<file path="src/design/hlie_pkg.sv">
`timescale 1ns / 1ps
`default_nettype none

package hlie_pkg;

  // Longest mnemonic part held in the token buffer
  localparam int unsigned TokenChars = 3;
  localparam int unsigned TokW       = 8 * TokenChars;
  localparam int unsigned LenW       = $clog2(TokenChars + 1);
  localparam int unsigned KeyW       = LenW + TokW;
  localparam int unsigned AddrW      = 15;

  // Characters the parser reacts to
  localparam logic [7:0] CharCr    = 8'h0D;
  localparam logic [7:0] CharAt    = 8'h40;
  localparam logic [7:0] CharSlash = 8'h2F;
  localparam logic [7:0] CharEq    = 8'h3D;
  localparam logic [7:0] CharSemi  = 8'h3B;
  localparam logic [7:0] CharMinus = 8'h2D;
  localparam logic [7:0] CharZero  = 8'h30;
  localparam logic [7:0] CharNine  = 8'h39;

  // Position within the current line
  typedef enum logic [7:0] {
    PhStart    = 8'b0000_0001,
    PhSlash    = 8'b0000_0010,
    PhFirst    = 8'b0000_0100,
    PhComp     = 8'b0000_1000,
    PhJump     = 8'b0001_0000,
    PhComment  = 8'b0010_0000,
    PhAddr     = 8'b0100_0000,
    PhAddrDone = 8'b1000_0000
  } phase_e;

  typedef struct packed {
    logic [7:0] character;
    logic       end_of_line;
  } in_item_t;

  typedef struct packed {
    logic [15:0] machine_word;
    logic        is_address_form;
    logic        invalid;
  } out_item_t;

  typedef struct packed {
    logic       hit;
    logic [6:0] code;
  } comp_hit_t;

  typedef struct packed {
    logic       hit;
    logic [2:0] code;
  } field_hit_t;

  // comp mnemonic to a-bit plus cccccc
  function automatic comp_hit_t comp_lookup(logic [LenW-1:0] len, logic [TokW-1:0] text);
    comp_hit_t r;
    r.hit = 1'b1;
    case ({len, text})
      {LenW'(0), TokW'(0)}:     r.code = 7'b0101010;
      {LenW'(1), TokW'("0")}:   r.code = 7'b0101010;
      {LenW'(1), TokW'("1")}:   r.code = 7'b0111111;
      {LenW'(2), TokW'("-1")}:  r.code = 7'b0111010;
      {LenW'(1), TokW'("D")}:   r.code = 7'b0001100;
      {LenW'(1), TokW'("A")}:   r.code = 7'b0110000;
      {LenW'(1), TokW'("M")}:   r.code = 7'b1110000;
      {LenW'(2), TokW'("!D")}:  r.code = 7'b0001101;
      {LenW'(2), TokW'("!A")}:  r.code = 7'b0110001;
      {LenW'(2), TokW'("!M")}:  r.code = 7'b1110001;
      {LenW'(2), TokW'("-D")}:  r.code = 7'b0001111;
      {LenW'(2), TokW'("-A")}:  r.code = 7'b0110011;
      {LenW'(2), TokW'("-M")}:  r.code = 7'b1110011;
      {LenW'(3), TokW'("D+1")}: r.code = 7'b0011111;
      {LenW'(3), TokW'("A+1")}: r.code = 7'b0110111;
      {LenW'(3), TokW'("M+1")}: r.code = 7'b1110111;
      {LenW'(3), TokW'("D-1")}: r.code = 7'b0001110;
      {LenW'(3), TokW'("A-1")}: r.code = 7'b0110010;
      {LenW'(3), TokW'("M-1")}: r.code = 7'b1110010;
      {LenW'(3), TokW'("D+A")}: r.code = 7'b0000010;
      {LenW'(3), TokW'("D+M")}: r.code = 7'b1000010;
      {LenW'(3), TokW'("D-A")}: r.code = 7'b0010011;
      {LenW'(3), TokW'("D-M")}: r.code = 7'b1010011;
      {LenW'(3), TokW'("A-D")}: r.code = 7'b0000111;
      {LenW'(3), TokW'("M-D")}: r.code = 7'b1000111;
      {LenW'(3), TokW'("D&A")}: r.code = 7'b0000000;
      {LenW'(3), TokW'("D&M")}: r.code = 7'b1000000;
      {LenW'(3), TokW'("D|A")}: r.code = 7'b0010101;
      {LenW'(3), TokW'("D|M")}: r.code = 7'b1010101;
      default: begin
        r.hit  = 1'b0;
        r.code = 7'b0000000;
      end
    endcase
    return r;
  endfunction

  // dest mnemonic to ddd
  function automatic field_hit_t dest_lookup(logic [LenW-1:0] len, logic [TokW-1:0] text);
    field_hit_t r;
    r.hit = 1'b1;
    case ({len, text})
      {LenW'(0), TokW'(0)}:     r.code = 3'd0;
      {LenW'(1), TokW'("M")}:   r.code = 3'd1;
      {LenW'(1), TokW'("D")}:   r.code = 3'd2;
      {LenW'(2), TokW'("MD")}:  r.code = 3'd3;
      {LenW'(1), TokW'("A")}:   r.code = 3'd4;
      {LenW'(2), TokW'("AM")}:  r.code = 3'd5;
      {LenW'(2), TokW'("AD")}:  r.code = 3'd6;
      {LenW'(3), TokW'("AMD")}: r.code = 3'd7;
      default: begin
        r.hit  = 1'b0;
        r.code = 3'd0;
      end
    endcase
    return r;
  endfunction

  // jump mnemonic to jjj
  function automatic field_hit_t jump_lookup(logic [LenW-1:0] len, logic [TokW-1:0] text);
    field_hit_t r;
    r.hit = 1'b1;
    case ({len, text})
      {LenW'(0), TokW'(0)}:     r.code = 3'd0;
      {LenW'(3), TokW'("JGT")}: r.code = 3'd1;
      {LenW'(3), TokW'("JEQ")}: r.code = 3'd2;
      {LenW'(3), TokW'("JGE")}: r.code = 3'd3;
      {LenW'(3), TokW'("JLT")}: r.code = 3'd4;
      {LenW'(3), TokW'("JNE")}: r.code = 3'd5;
      {LenW'(3), TokW'("JLE")}: r.code = 3'd6;
      {LenW'(3), TokW'("JMP")}: r.code = 3'd7;
      default: begin
        r.hit  = 1'b0;
        r.code = 3'd0;
      end
    endcase
    return r;
  endfunction

endpackage

`default_nettype wire

</file>
<file path="src/design/hack_line_instruction_encoder.sv">
`timescale 1ns / 1ps
`default_nettype none

// Channel  Direction  Handshake               Payload
// -------  ---------  ----------------------  ----------------------------------------
// in       sink       in_valid_i / in_stall_o   in_data_i  : character, end_of_line
// out      source     out_valid_o / out_stall_i out_data_o : machine_word, flags
//
// One character is taken per cycle while in_stall_o is low; the parser state
// and the line result are updated in the cycle of the transfer, and the result
// of a line is registered in the output register, or in the skid entry if that one is held.
// Reset puts the parser at line start and empties both output slots.
// A two-entry output (register plus skid) keeps input flowing while a result
// waits; in_stall_o rises only when both entries are occupied.
module hack_line_instruction_encoder (
  input  wire                 clk_i,
  input  wire                 rst_ni,
  input  wire                 in_valid_i,
  output logic                in_stall_o,
  input  hlie_pkg::in_item_t  in_data_i,
  output logic                out_valid_o,
  input  wire                 out_stall_i,
  output hlie_pkg::out_item_t out_data_o
);

  // Parser state
  hlie_pkg::phase_e                phase_q, phase_d;
  logic [hlie_pkg::TokW-1:0]       text_q, text_d;
  logic [hlie_pkg::LenW-1:0]       len_q, len_d;
  logic [2:0]                      dest_q, dest_d;
  logic [6:0]                      comp_q, comp_d;
  logic [hlie_pkg::AddrW-1:0]      addr_q, addr_d;
  logic                            neg_q, neg_d;
  logic                            bad_q, bad_d;

  // Output slots
  logic                            out_valid_q, skid_valid_q;
  hlie_pkg::out_item_t             out_q, skid_q;

  logic                            in_xfer, out_xfer, push;
  logic [7:0]                      c;
  logic                            do_first, do_push, do_dest, do_comp;
  hlie_pkg::comp_hit_t             comp_take, comp_fin;
  hlie_pkg::field_hit_t            dest_take, jump_fin;
  logic [3:0]                      digit;
  logic [hlie_pkg::AddrW-1:0]      addr_next;
  logic                            res_valid;
  hlie_pkg::out_item_t             res;
  logic                            fin_bad;
  logic [2:0]                      jump_code;
  logic [6:0]                      comp_word;

  assign c         = in_data_i.character;
  assign in_xfer   = in_valid_i && !in_stall_o;
  assign out_xfer  = out_valid_q && !out_stall_i;
  assign in_stall_o  = skid_valid_q;
  assign out_valid_o = out_valid_q;
  assign out_data_o  = out_q;

  // Lookups for a part that closes on this character
  assign comp_take = hlie_pkg::comp_lookup(len_q, text_q);
  assign dest_take = hlie_pkg::dest_lookup(len_q, text_q);

  // Decimal accumulation for address lines
  assign digit     = 4'(c - hlie_pkg::CharZero);
  assign addr_next = hlie_pkg::AddrW'({addr_q, 3'b000} + {addr_q, 1'b0}) +
                     hlie_pkg::AddrW'(digit);

  // Phase decode for one character
  always_comb begin
    phase_d  = phase_q;
    addr_d   = addr_q;
    neg_d    = neg_q;
    do_first = 1'b0;
    do_push  = 1'b0;
    do_dest  = 1'b0;
    do_comp  = 1'b0;
    len_d    = len_q;
    if (c != hlie_pkg::CharCr) begin
      case (phase_q)
        hlie_pkg::PhStart: begin
          if (c == hlie_pkg::CharAt) begin
            phase_d = hlie_pkg::PhAddr;
          end else if (c == hlie_pkg::CharSlash) begin
            phase_d = hlie_pkg::PhSlash;
            do_push = 1'b1;
          end else begin
            phase_d  = hlie_pkg::PhFirst;
            do_first = 1'b1;
          end
        end
        hlie_pkg::PhSlash: begin
          if (c == hlie_pkg::CharSlash) begin
            phase_d = hlie_pkg::PhComment;
          end else begin
            phase_d  = hlie_pkg::PhFirst;
            do_first = 1'b1;
          end
        end
        hlie_pkg::PhFirst: do_first = 1'b1;
        hlie_pkg::PhComp: begin
          if (c == hlie_pkg::CharSemi) begin
            phase_d = hlie_pkg::PhJump;
            do_comp = 1'b1;
          end else begin
            do_push = 1'b1;
          end
        end
        hlie_pkg::PhJump: do_push = 1'b1;
        hlie_pkg::PhAddr: begin
          if (len_q == '0 && c == hlie_pkg::CharMinus) begin
            neg_d = 1'b1;
            len_d = hlie_pkg::LenW'(1);
          end else if (c inside {[hlie_pkg::CharZero:hlie_pkg::CharNine]}) begin
            addr_d = addr_next;
            len_d  = hlie_pkg::LenW'(1);
          end else begin
            phase_d = hlie_pkg::PhAddrDone;
          end
        end
        default: ;
      endcase
    end
    // First part: '=' closes dest, ';' closes comp
    if (do_first) begin
      if (c == hlie_pkg::CharEq) begin
        phase_d = hlie_pkg::PhComp;
        do_dest = 1'b1;
      end else if (c == hlie_pkg::CharSemi) begin
        phase_d = hlie_pkg::PhJump;
        do_comp = 1'b1;
      end else begin
        do_push = 1'b1;
      end
    end
  end

  // Token buffer and part codes
  always_comb begin
    text_d = text_q;
    dest_d = dest_q;
    comp_d = comp_q;
    bad_d  = bad_q;
    if (do_push) begin
      if (len_q < hlie_pkg::LenW'(hlie_pkg::TokenChars)) begin
        text_d = {text_q[hlie_pkg::TokW-9:0], c};
      end else begin
        bad_d = 1'b1;
      end
    end
    if (do_dest) begin
      text_d = '0;
      if (dest_take.hit) dest_d = dest_take.code;
      else bad_d = 1'b1;
    end
    if (do_comp) begin
      text_d = '0;
      if (comp_take.hit) comp_d = comp_take.code;
      else bad_d = 1'b1;
    end
  end

  // Length update kept apart from the address phase use of the counter
  logic [hlie_pkg::LenW-1:0] tok_len_d;
  always_comb begin
    tok_len_d = len_d;
    if (do_push && len_q < hlie_pkg::LenW'(hlie_pkg::TokenChars)) begin
      tok_len_d = len_q + hlie_pkg::LenW'(1);
    end
    if (do_dest || do_comp) begin
      tok_len_d = '0;
    end
  end

  // End-of-line result from the state after this character
  assign comp_fin = hlie_pkg::comp_lookup(tok_len_d, text_d);
  assign jump_fin = hlie_pkg::jump_lookup(tok_len_d, text_d);

  always_comb begin
    res_valid = 1'b1;
    fin_bad   = bad_d;
    jump_code = 3'd0;
    comp_word = comp_d;
    res       = '0;
    case (phase_d)
      hlie_pkg::PhStart, hlie_pkg::PhComment: res_valid = 1'b0;
      hlie_pkg::PhAddr, hlie_pkg::PhAddrDone: ;
      hlie_pkg::PhJump: begin
        jump_code = jump_fin.code;
        if (!jump_fin.hit) fin_bad = 1'b1;
      end
      default: begin
        if (comp_fin.hit) comp_word = comp_fin.code;
        else fin_bad = 1'b1;
      end
    endcase
    if (phase_d inside {hlie_pkg::PhAddr, hlie_pkg::PhAddrDone}) begin
      res.machine_word    = {1'b0, neg_d ? (hlie_pkg::AddrW'(0) - addr_d) : addr_d};
      res.is_address_form = 1'b1;
    end else if (fin_bad) begin
      res.invalid = 1'b1;
    end else begin
      res.machine_word = {3'b111, comp_word, dest_d, jump_code};
    end
  end

  assign push = in_xfer && in_data_i.end_of_line && res_valid;

  // Parser registers: cleared at the end of every line
  always_ff @(posedge clk_i or negedge rst_ni) begin
    if (!rst_ni) begin
      phase_q <= hlie_pkg::PhStart;
      text_q  <= '0;
      len_q   <= '0;
      dest_q  <= '0;
      comp_q  <= '0;
      addr_q  <= '0;
      neg_q   <= 1'b0;
      bad_q   <= 1'b0;
    end else if (in_xfer) begin
      if (in_data_i.end_of_line) begin
        phase_q <= hlie_pkg::PhStart;
        text_q  <= '0;
        len_q   <= '0;
        dest_q  <= '0;
        comp_q  <= '0;
        addr_q  <= '0;
        neg_q   <= 1'b0;
        bad_q   <= 1'b0;
      end else begin
        phase_q <= phase_d;
        text_q  <= text_d;
        len_q   <= tok_len_d;
        dest_q  <= dest_d;
        comp_q  <= comp_d;
        addr_q  <= addr_d;
        neg_q   <= neg_d;
        bad_q   <= bad_d;
      end
    end
  end

  // Output register with skid entry
  always_ff @(posedge clk_i or negedge rst_ni) begin
    if (!rst_ni) begin
      out_valid_q  <= 1'b0;
      skid_valid_q <= 1'b0;
    end else if (!out_valid_q || out_xfer) begin
      out_valid_q  <= skid_valid_q || push;
      skid_valid_q <= 1'b0;
    end else if (push) begin
      skid_valid_q <= 1'b1;
    end
  end

  always_ff @(posedge clk_i) begin
    if (!out_valid_q || out_xfer) begin
      out_q <= skid_valid_q ? skid_q : res;
    end else if (push) begin
      skid_q <= res;
    end
  end

  // Skid entry is only used behind a full output register
  a_skid_behind_out: assert property (@(posedge clk_i) disable iff (!rst_ni)
    skid_valid_q |-> out_valid_q)
    else $error("skid entry occupied while output register empty");

  // A line end always returns the parser to line start
  a_eol_restart: assert property (@(posedge clk_i) disable iff (!rst_ni)
    (in_xfer && in_data_i.end_of_line) |=> (phase_q == hlie_pkg::PhStart && len_q == '0))
    else $error("parser not back at line start after end of line");

  // Token counter never runs past the buffer
  a_len_bound: assert property (@(posedge clk_i) disable iff (!rst_ni)
    len_q <= hlie_pkg::LenW'(hlie_pkg::TokenChars))
    else $error("token length beyond buffer");

  // Invalid results carry a zero word and no address flag
  a_invalid_clean: assert property (@(posedge clk_i) disable iff (!rst_ni)
    (out_valid_o && out_data_o.invalid) |->
      (out_data_o.machine_word == '0 && !out_data_o.is_address_form))
    else $error("invalid result with nonzero word or address flag");

  // A full output stage with a stalled consumer blocks further input
  a_full_stalls: assert property (@(posedge clk_i) disable iff (!rst_ni)
    (out_valid_q && out_stall_i && push) |=> in_stall_o)
    else $error("second pending result did not stall input");

endmodule

`default_nettype wire

</file>
<file path="config.mk">
export PLATFORM = sky130hd
export DESIGN_NAME = hack_line_instruction_encoder
export DESIGN_NICKNAME = d
export VERILOG_FILES = /design/src/design/hlie_pkg.sv /design/src/design/hack_line_instruction_encoder.sv
export SDC_FILE = /design/constraint.sdc
export NUM_CORES = 1
export LEC_CHECK = 0
export ABC_CLOCK_PERIOD_IN_PS = 4900
export BUFFER_PORTS_ARGS = -buffer_cell sky130_fd_sc_hd__buf_2
export CORE_MARGIN = 5
export CORE_UTILIZATION = 53
export CTS_CLUSTER_DIAMETER = 200
export DETAILED_ROUTE_END_ITERATION = 8
export PLACE_DENSITY = 0.7
export RECOVER_POWER = 100
export SETUP_SLACK_MARGIN = 0.2
export SLEW_MARGIN = 25
export SYNTH_ARGS = -nofsm -noshare
export SYNTH_HDL_FRONTEND = slang
export SYNTH_SLANG_ARGS = --single-unit
</file>
<file path="constraint.sdc">
create_clock -name clk_i -period 4.9 [get_ports clk_i]
set_input_delay 0.98 -clock clk_i [delete_from_list [all_inputs] [get_ports clk_i]]
set_output_delay 0.98 -clock clk_i [all_outputs]
set_load 0.02 [all_outputs]
</file>
# == Word level (Yosys, flattened, before mapping) ==
# Index checks and enable logic that the tools add are counted.
# totals
regBits,99
out_inout_bits,20
# op_classes
bitwise,1
addsub,5
eq_ne,84
order_cmp,3
mux,90
reduce_logical,28
# op_table
op,n
$eq A26 B26 Y1 const B,57
$pmux W7 S27,2
$eq A26 B25 Y1 const B,10
$mux W24,5
$mux W15,6
$mux W8,8
$reduce_or A29 Y1,2
$logic_not A26 Y1,2
$mux W7,6
$pmux W3 S7,2
$mux W1,41
$eq A8 B6 Y1 const B,5
$mux W16,2
$pmux W8 S4,1
$eq A8 B7 Y1 const B,3
$mux W18,1
$eq A8 B1 Y1 const B,2
$eq A8 B5 Y1 const B,2
$reduce_or A8 Y1,2
$add A15 B15 Y15,1
$add A15 B4 Y15,1
$mux W3,5
$sub A1 B15 Y15 const A,1
$mux W2,7
23 further kinds,37

# == Logic depth before layout (Yosys ltp) ==
# depth
word_depth,19
ltp_mapped,16

# == Worst setup path after synthesis ==
# Ideal clock, no wire load.
# synth_path
kind,input-to-reg
start,in in_data_i[4] (netlist name)
end,"reg out_q, in the netlist out_data_o[16], data pin"
t_arrival_ps,4513
n_path_buf,0
path_stages,13
required_ps,4640
path_slack_ps,127
path_cell_list,fa_1 ha_1 a211oi_1 o21bai_1 a211o_1 a22oi_1 nand3_1 a2111oi_0 nand4_1 o31ai_1 xnor2_1 o21ai_2 mux2_2
# synth_rtl
element,line_no,source
start: declaration,hack_line_instruction_encoder.sv:20,"input hlie_pkg::in_item_t in_data_i,"
end signal: assignment,hack_line_instruction_encoder.sv:258,out_q <= skid_valid_q ? skid_q : res;
end: declaration,hack_line_instruction_encoder.sv:38,"hlie_pkg::out_item_t out_q, skid_q;"

==> summary.txt <==
Worst hold path
  • Worst-case hold path end point: comp_q[1]
  • Min-Delay Startpoint: comp_q[1]
  • Type of the tightest min-delay check: flop to flop
  • Worst Hold Depth: 2

Placement
  • Cell area after placement: ~9500 µm²
  • Number of I/O port buffers: 32
  • Placer Congestion: 1.02
  • Worst slack, placed: -0.0224 ns
  • Total half-perimeter wirelength after legalization and detailed placement: between 20 and 25 mm

CTS
  • # H-tree levels: 3
  • Number of buffers inserted by post-CTS setup repair: 0
  • Clock Sinks: around 100
  • CTS Hold Buffers Added: 0
  • CTS tree: yes
  • Clock buffer count from CTS: 9
  • Clock Root Buffer: clkbuf_16
  • Clock insertion delay at the later pin of the skew report: 0.38 ns
  • Clock transition time at the flip-flop clock pins of the worst setup and hold paths: 0.08 ns
  • Largest buffer count on any clock path: 2

Logic synthesis
  • Yosys warns: 0
  • Synth Area per Inst: 8.36 µm²
  • Share of synthesized area occupied by flip-flops and latches: 31.1%
  • Synth async-reset ratio: 63.6%
  • Number of enable-type register cells in the synthesized netlist: 36
  • Syn nets: 1068
  • Number of synthesized register bits: 99
  • Netlist cell types: 92
  • Cells after Synth: 1024
  • Main flop type after synthesis: dfrtp_1
  • Post-synthesis instance area: roughly 8600 µm²

GRT
  • Global-route wire length before repair: 48.0 mm
  • Combined global-route utilization of all metal layers: 32.8%
  • Total global routing overflow: 0
  • Largest net degree at the start of global routing: 39
  • Number of global-route vias before repair: 8505
  • Number of antenna violations at the first check in global routing: 0

Setup path
  • Startpoint kind of the worst setup timing path: flop
  • Worst path arrival time: approximately 4.8 ns
  • Cell with the largest stage delay on the worst path: or4_1
  • FF-to-FF setup slack: between 0.2 and 0.25 ns
  • Count of buffer and inverter cells on the critical path: 2
  • Critical-path maximum fanout: 8
  • Cell class contributing the biggest share of worst-path delay: compound AO/OA/AOI/OAI gates
  • Critical Path RT: 5.03 ns
  • Crit end category: flop
  • CP max stage delay: around 0.60 ns
  • Crit path cell chain: or4_1 -> or4_4 -> a211oi_4 -> o21ai_4 -> clkbuf_2 -> a31oi_1 -> o22ai_1 -> a2111oi_4 -> nand3_1 -> o211ai_1 -> buf_4 -> o22ai_2 -> mux2_2
  • Logic depth of the worst setup path including buffers: 13
  • R2R cell count: 13
  • Worst setup path category: flop to flop
  • Startpoint of the lowest-slack register-to-register path: phase_q[4]
  • Crit Reg-Reg Endpoint: out_data_o[7]

Final layout
  • ANT cells: 0
  • Post-layout nets: 1149
  • Share of cells above drive strength 1: 15.9%
  • Number of fill cells in the layout: between 1000 and 1500
  • Top library cells by usage in the layout, fill and taps aside: nand2_1 (107), o21ai_0 (80), buf_4 (78), nor2_1 (75), dfrtp_1 (62)
  • Post-route cell area: about 9700 µm²
  • Most frequent standard cell in the layout excluding fill and tap cells: nand2_1
  • Layout overhead on the synthesized area: 13.7%

Power and ir drop
  • Peak ir drop on the vdd network: 220 µV
  • Total Power: a little under 4 mW
  • Pleak: 3.82 nW
  • PD cells: about 400 nW/µm²

STA
  • Time the worst path needs with I/O delays and setup: 4.67 ns
  • Post-Route Skew: between 0.015 and 0.02 ns
  • Final hold violation count: 0
  • Post-route clock period utilization: a little over nine tenths
  • Transition at the pin with the smallest max-transition slack: around 1.8 ns
  • Unrepaired setup endpoints after global routing: no
  • Crit path setup slack, layout: 0.227 ns
  • Highest attainable clock frequency: 0.214 GHz
  • Worst slew margin relative to its limit: -17.7%
  • Final number of max-transition violations: 60
  • Final setup violating endpoints: 0

Floorplan
  • Horizontal extent of the die: around 140 µm
  • Core Box Area: 15900 µm²
  • Core Rows: 46
  • Number of top-level pins: 33
  • Die Outline Area: roughly 19000 µm²
  • Vert. Die Dim: 137 µm
  • Starting utilization of the core area: ~54%

Detailed routing
  • First drt pass iteration count: 6
  • Initial detailed-routing violation count: ~1300
  • DRC violation count after routing: 0
  • Detail Route Antenna Nets: 0
  • Via count: 9055
  • WL per Instance: about 23 µm
  • Via/cell ratio: 6.83
  • Routed WL: 30.2 mm

Flow run
  • Max cap viols: 2

Outcome
  • Failing checks: capacitance limit, slew limit
  • Run status: complete, but fails checks
cell families after synthesis:
logic type | count (synthesis) | synth area share [%]
AOI/OAI and AO/OA | 322 | 26.5
adders and majority gates | 31 | 4.71
and+or+nand+nor | 430 | 26.8
muxes | 39 | 4.90
buffers and inverters | 83 | 3.96
DFF | 99 | 31.1
xor gates and xnor gates | 20 | 2.05
worst max-delay path by stage:
| stage | start | endpoint |
|---|---|---|
| 2_1_floorplan | in_data_i[4] | out_data_o[16] |
| 3_5_place_dp | in_data_i[5] | out_data_o[8] |
| 6_report | phase_q[4] | out_data_o[7] |
| 3_3_place_gp | in_data_i[5] | out_data_o[8] |
| 4_1_cts | phase_q[4] | out_data_o[8] |
| 5_1_grt | phase_q[4] | out_data_o[7] |
metrics by stage:
| step | hold slack, ns | util (%) | std cells | setup TNS [ns] |
|---|---|---|---|---|
| 2_1_floorplan | 0.445 | - | 1024 | 0 |
| 3_3_place_gp | 0.459 | 59.8 | 1309 | 0 |
| 3_5_place_dp | 0.466 | 59.8 | 1309 | -0.0258 |
| 4_1_cts | 0.485 | 61.7 | 1325 | 0 |
| 5_1_grt | 0.508 | 61.3 | 1326 | 0 |
| 6_report | 0.479 | 61.3 | 1326 | 0 |
worst register-to-register path: stages (launching register included):
cell and delay (ns):
dfrtp_1 0.48, or4_1 0.60, or4_4 0.56, a211oi_4 0.30, o21ai_4 0.15, clkbuf_2 0.24
a31oi_1 0.33, o22ai_1 0.19, a2111oi_4 0.43, nand3_1 0.16, o211ai_1 0.33, buf_4 0.25
o22ai_2 0.11, mux2_2 0.31
metal layers:
layer / share of wire [%] / routed length [µm] / track usage [%] / up-vias
li1: - / - / - / 4118
met2: 45 / 13600 / 50.6 / 481
met1: 44 / 13200 / 46.7 / 4386
met5: 0 / 0 / 0 / -
met4: 2.6 / 775 / 10.1 / 0
met3: 8.8 / 2660 / 6.18 / 70
area by class of cell:
class / count / area [µm²] / share of cell area (%)
clock buffers: 9 / 225 / 2.31
repair buffers: 135 / 837 / 8.60
multi-input cells: 842 / 5600 / 57.5
inverters: 18 / 67.6 / 0.694
clock inverters: 7 / 76.3 / 0.784
well taps: 216 / 270 / 2.78
flip-flops and latches: 99 / 2660 / 27.3
state kept, by name (all words and copies together), names as in the netlist, 2 cells and up:
register and cells:
len_q 2, skid_q 18, out_data_o 18, text_q 24
comp_q 7, dest_q 3, addr_q 15, phase_q 8
repair_timing:
action / 4_1_cts / 5_1_grt
setup endpoints to repair: 0 / 13
resized for setup: 0 / 12
hold endpoints to repair: 0 / 0
report_power, final:
| part | internal [mW] | switching [mW] | leakage [nW] |
|---|---|---|---|
| clock network | 0.364 | 0.391 | 0.149 |
| registers | 1.00 | 0.134 | 1.23 |
| logic | 0.749 | 1.25 | 2.44 |
| total | 2.12 | 1.78 | 3.82 |
Yosys cell counts, types with 8 or more instances:
cell | count | area [µm²]
nand3_1 | 45 | 225
mux2i_1 | 18 | 180
a21oi_1 | 52 | 260
edfxtp_1 | 36 | 1080
or4_1 | 8 | 60.1
or3_1 | 8 | 50.1
mux2_2 | 20 | 225
and3_1 | 25 | 156
nor4b_1 | 8 | 70.1
dfrtp_1 | 62 | 1550
o211ai_1 | 11 | 82.6
nand2b_1 | 9 | 56.3
a31oi_1 | 14 | 87.6
nor2_1 | 75 | 282
nor4_1 | 11 | 68.8
nor2b_1 | 15 | 93.8
a22o_1 | 31 | 272
o31ai_1 | 9 | 67.6
clkbuf_1 | 55 | 206
o21ai_0 | 79 | 395
xnor2_1 | 13 | 114
o22ai_1 | 16 | 100
ha_1 | 29 | 363
nand2_1 | 107 | 402
a211oi_1 | 23 | 173
or2_2 | 8 | 50.1
nand4_1 | 25 | 156
nor3_1 | 35 | 175
and2_1 | 14 | 87.6
inv_1 | 17 | 63.8
Power figures use the tool's default switching activity.
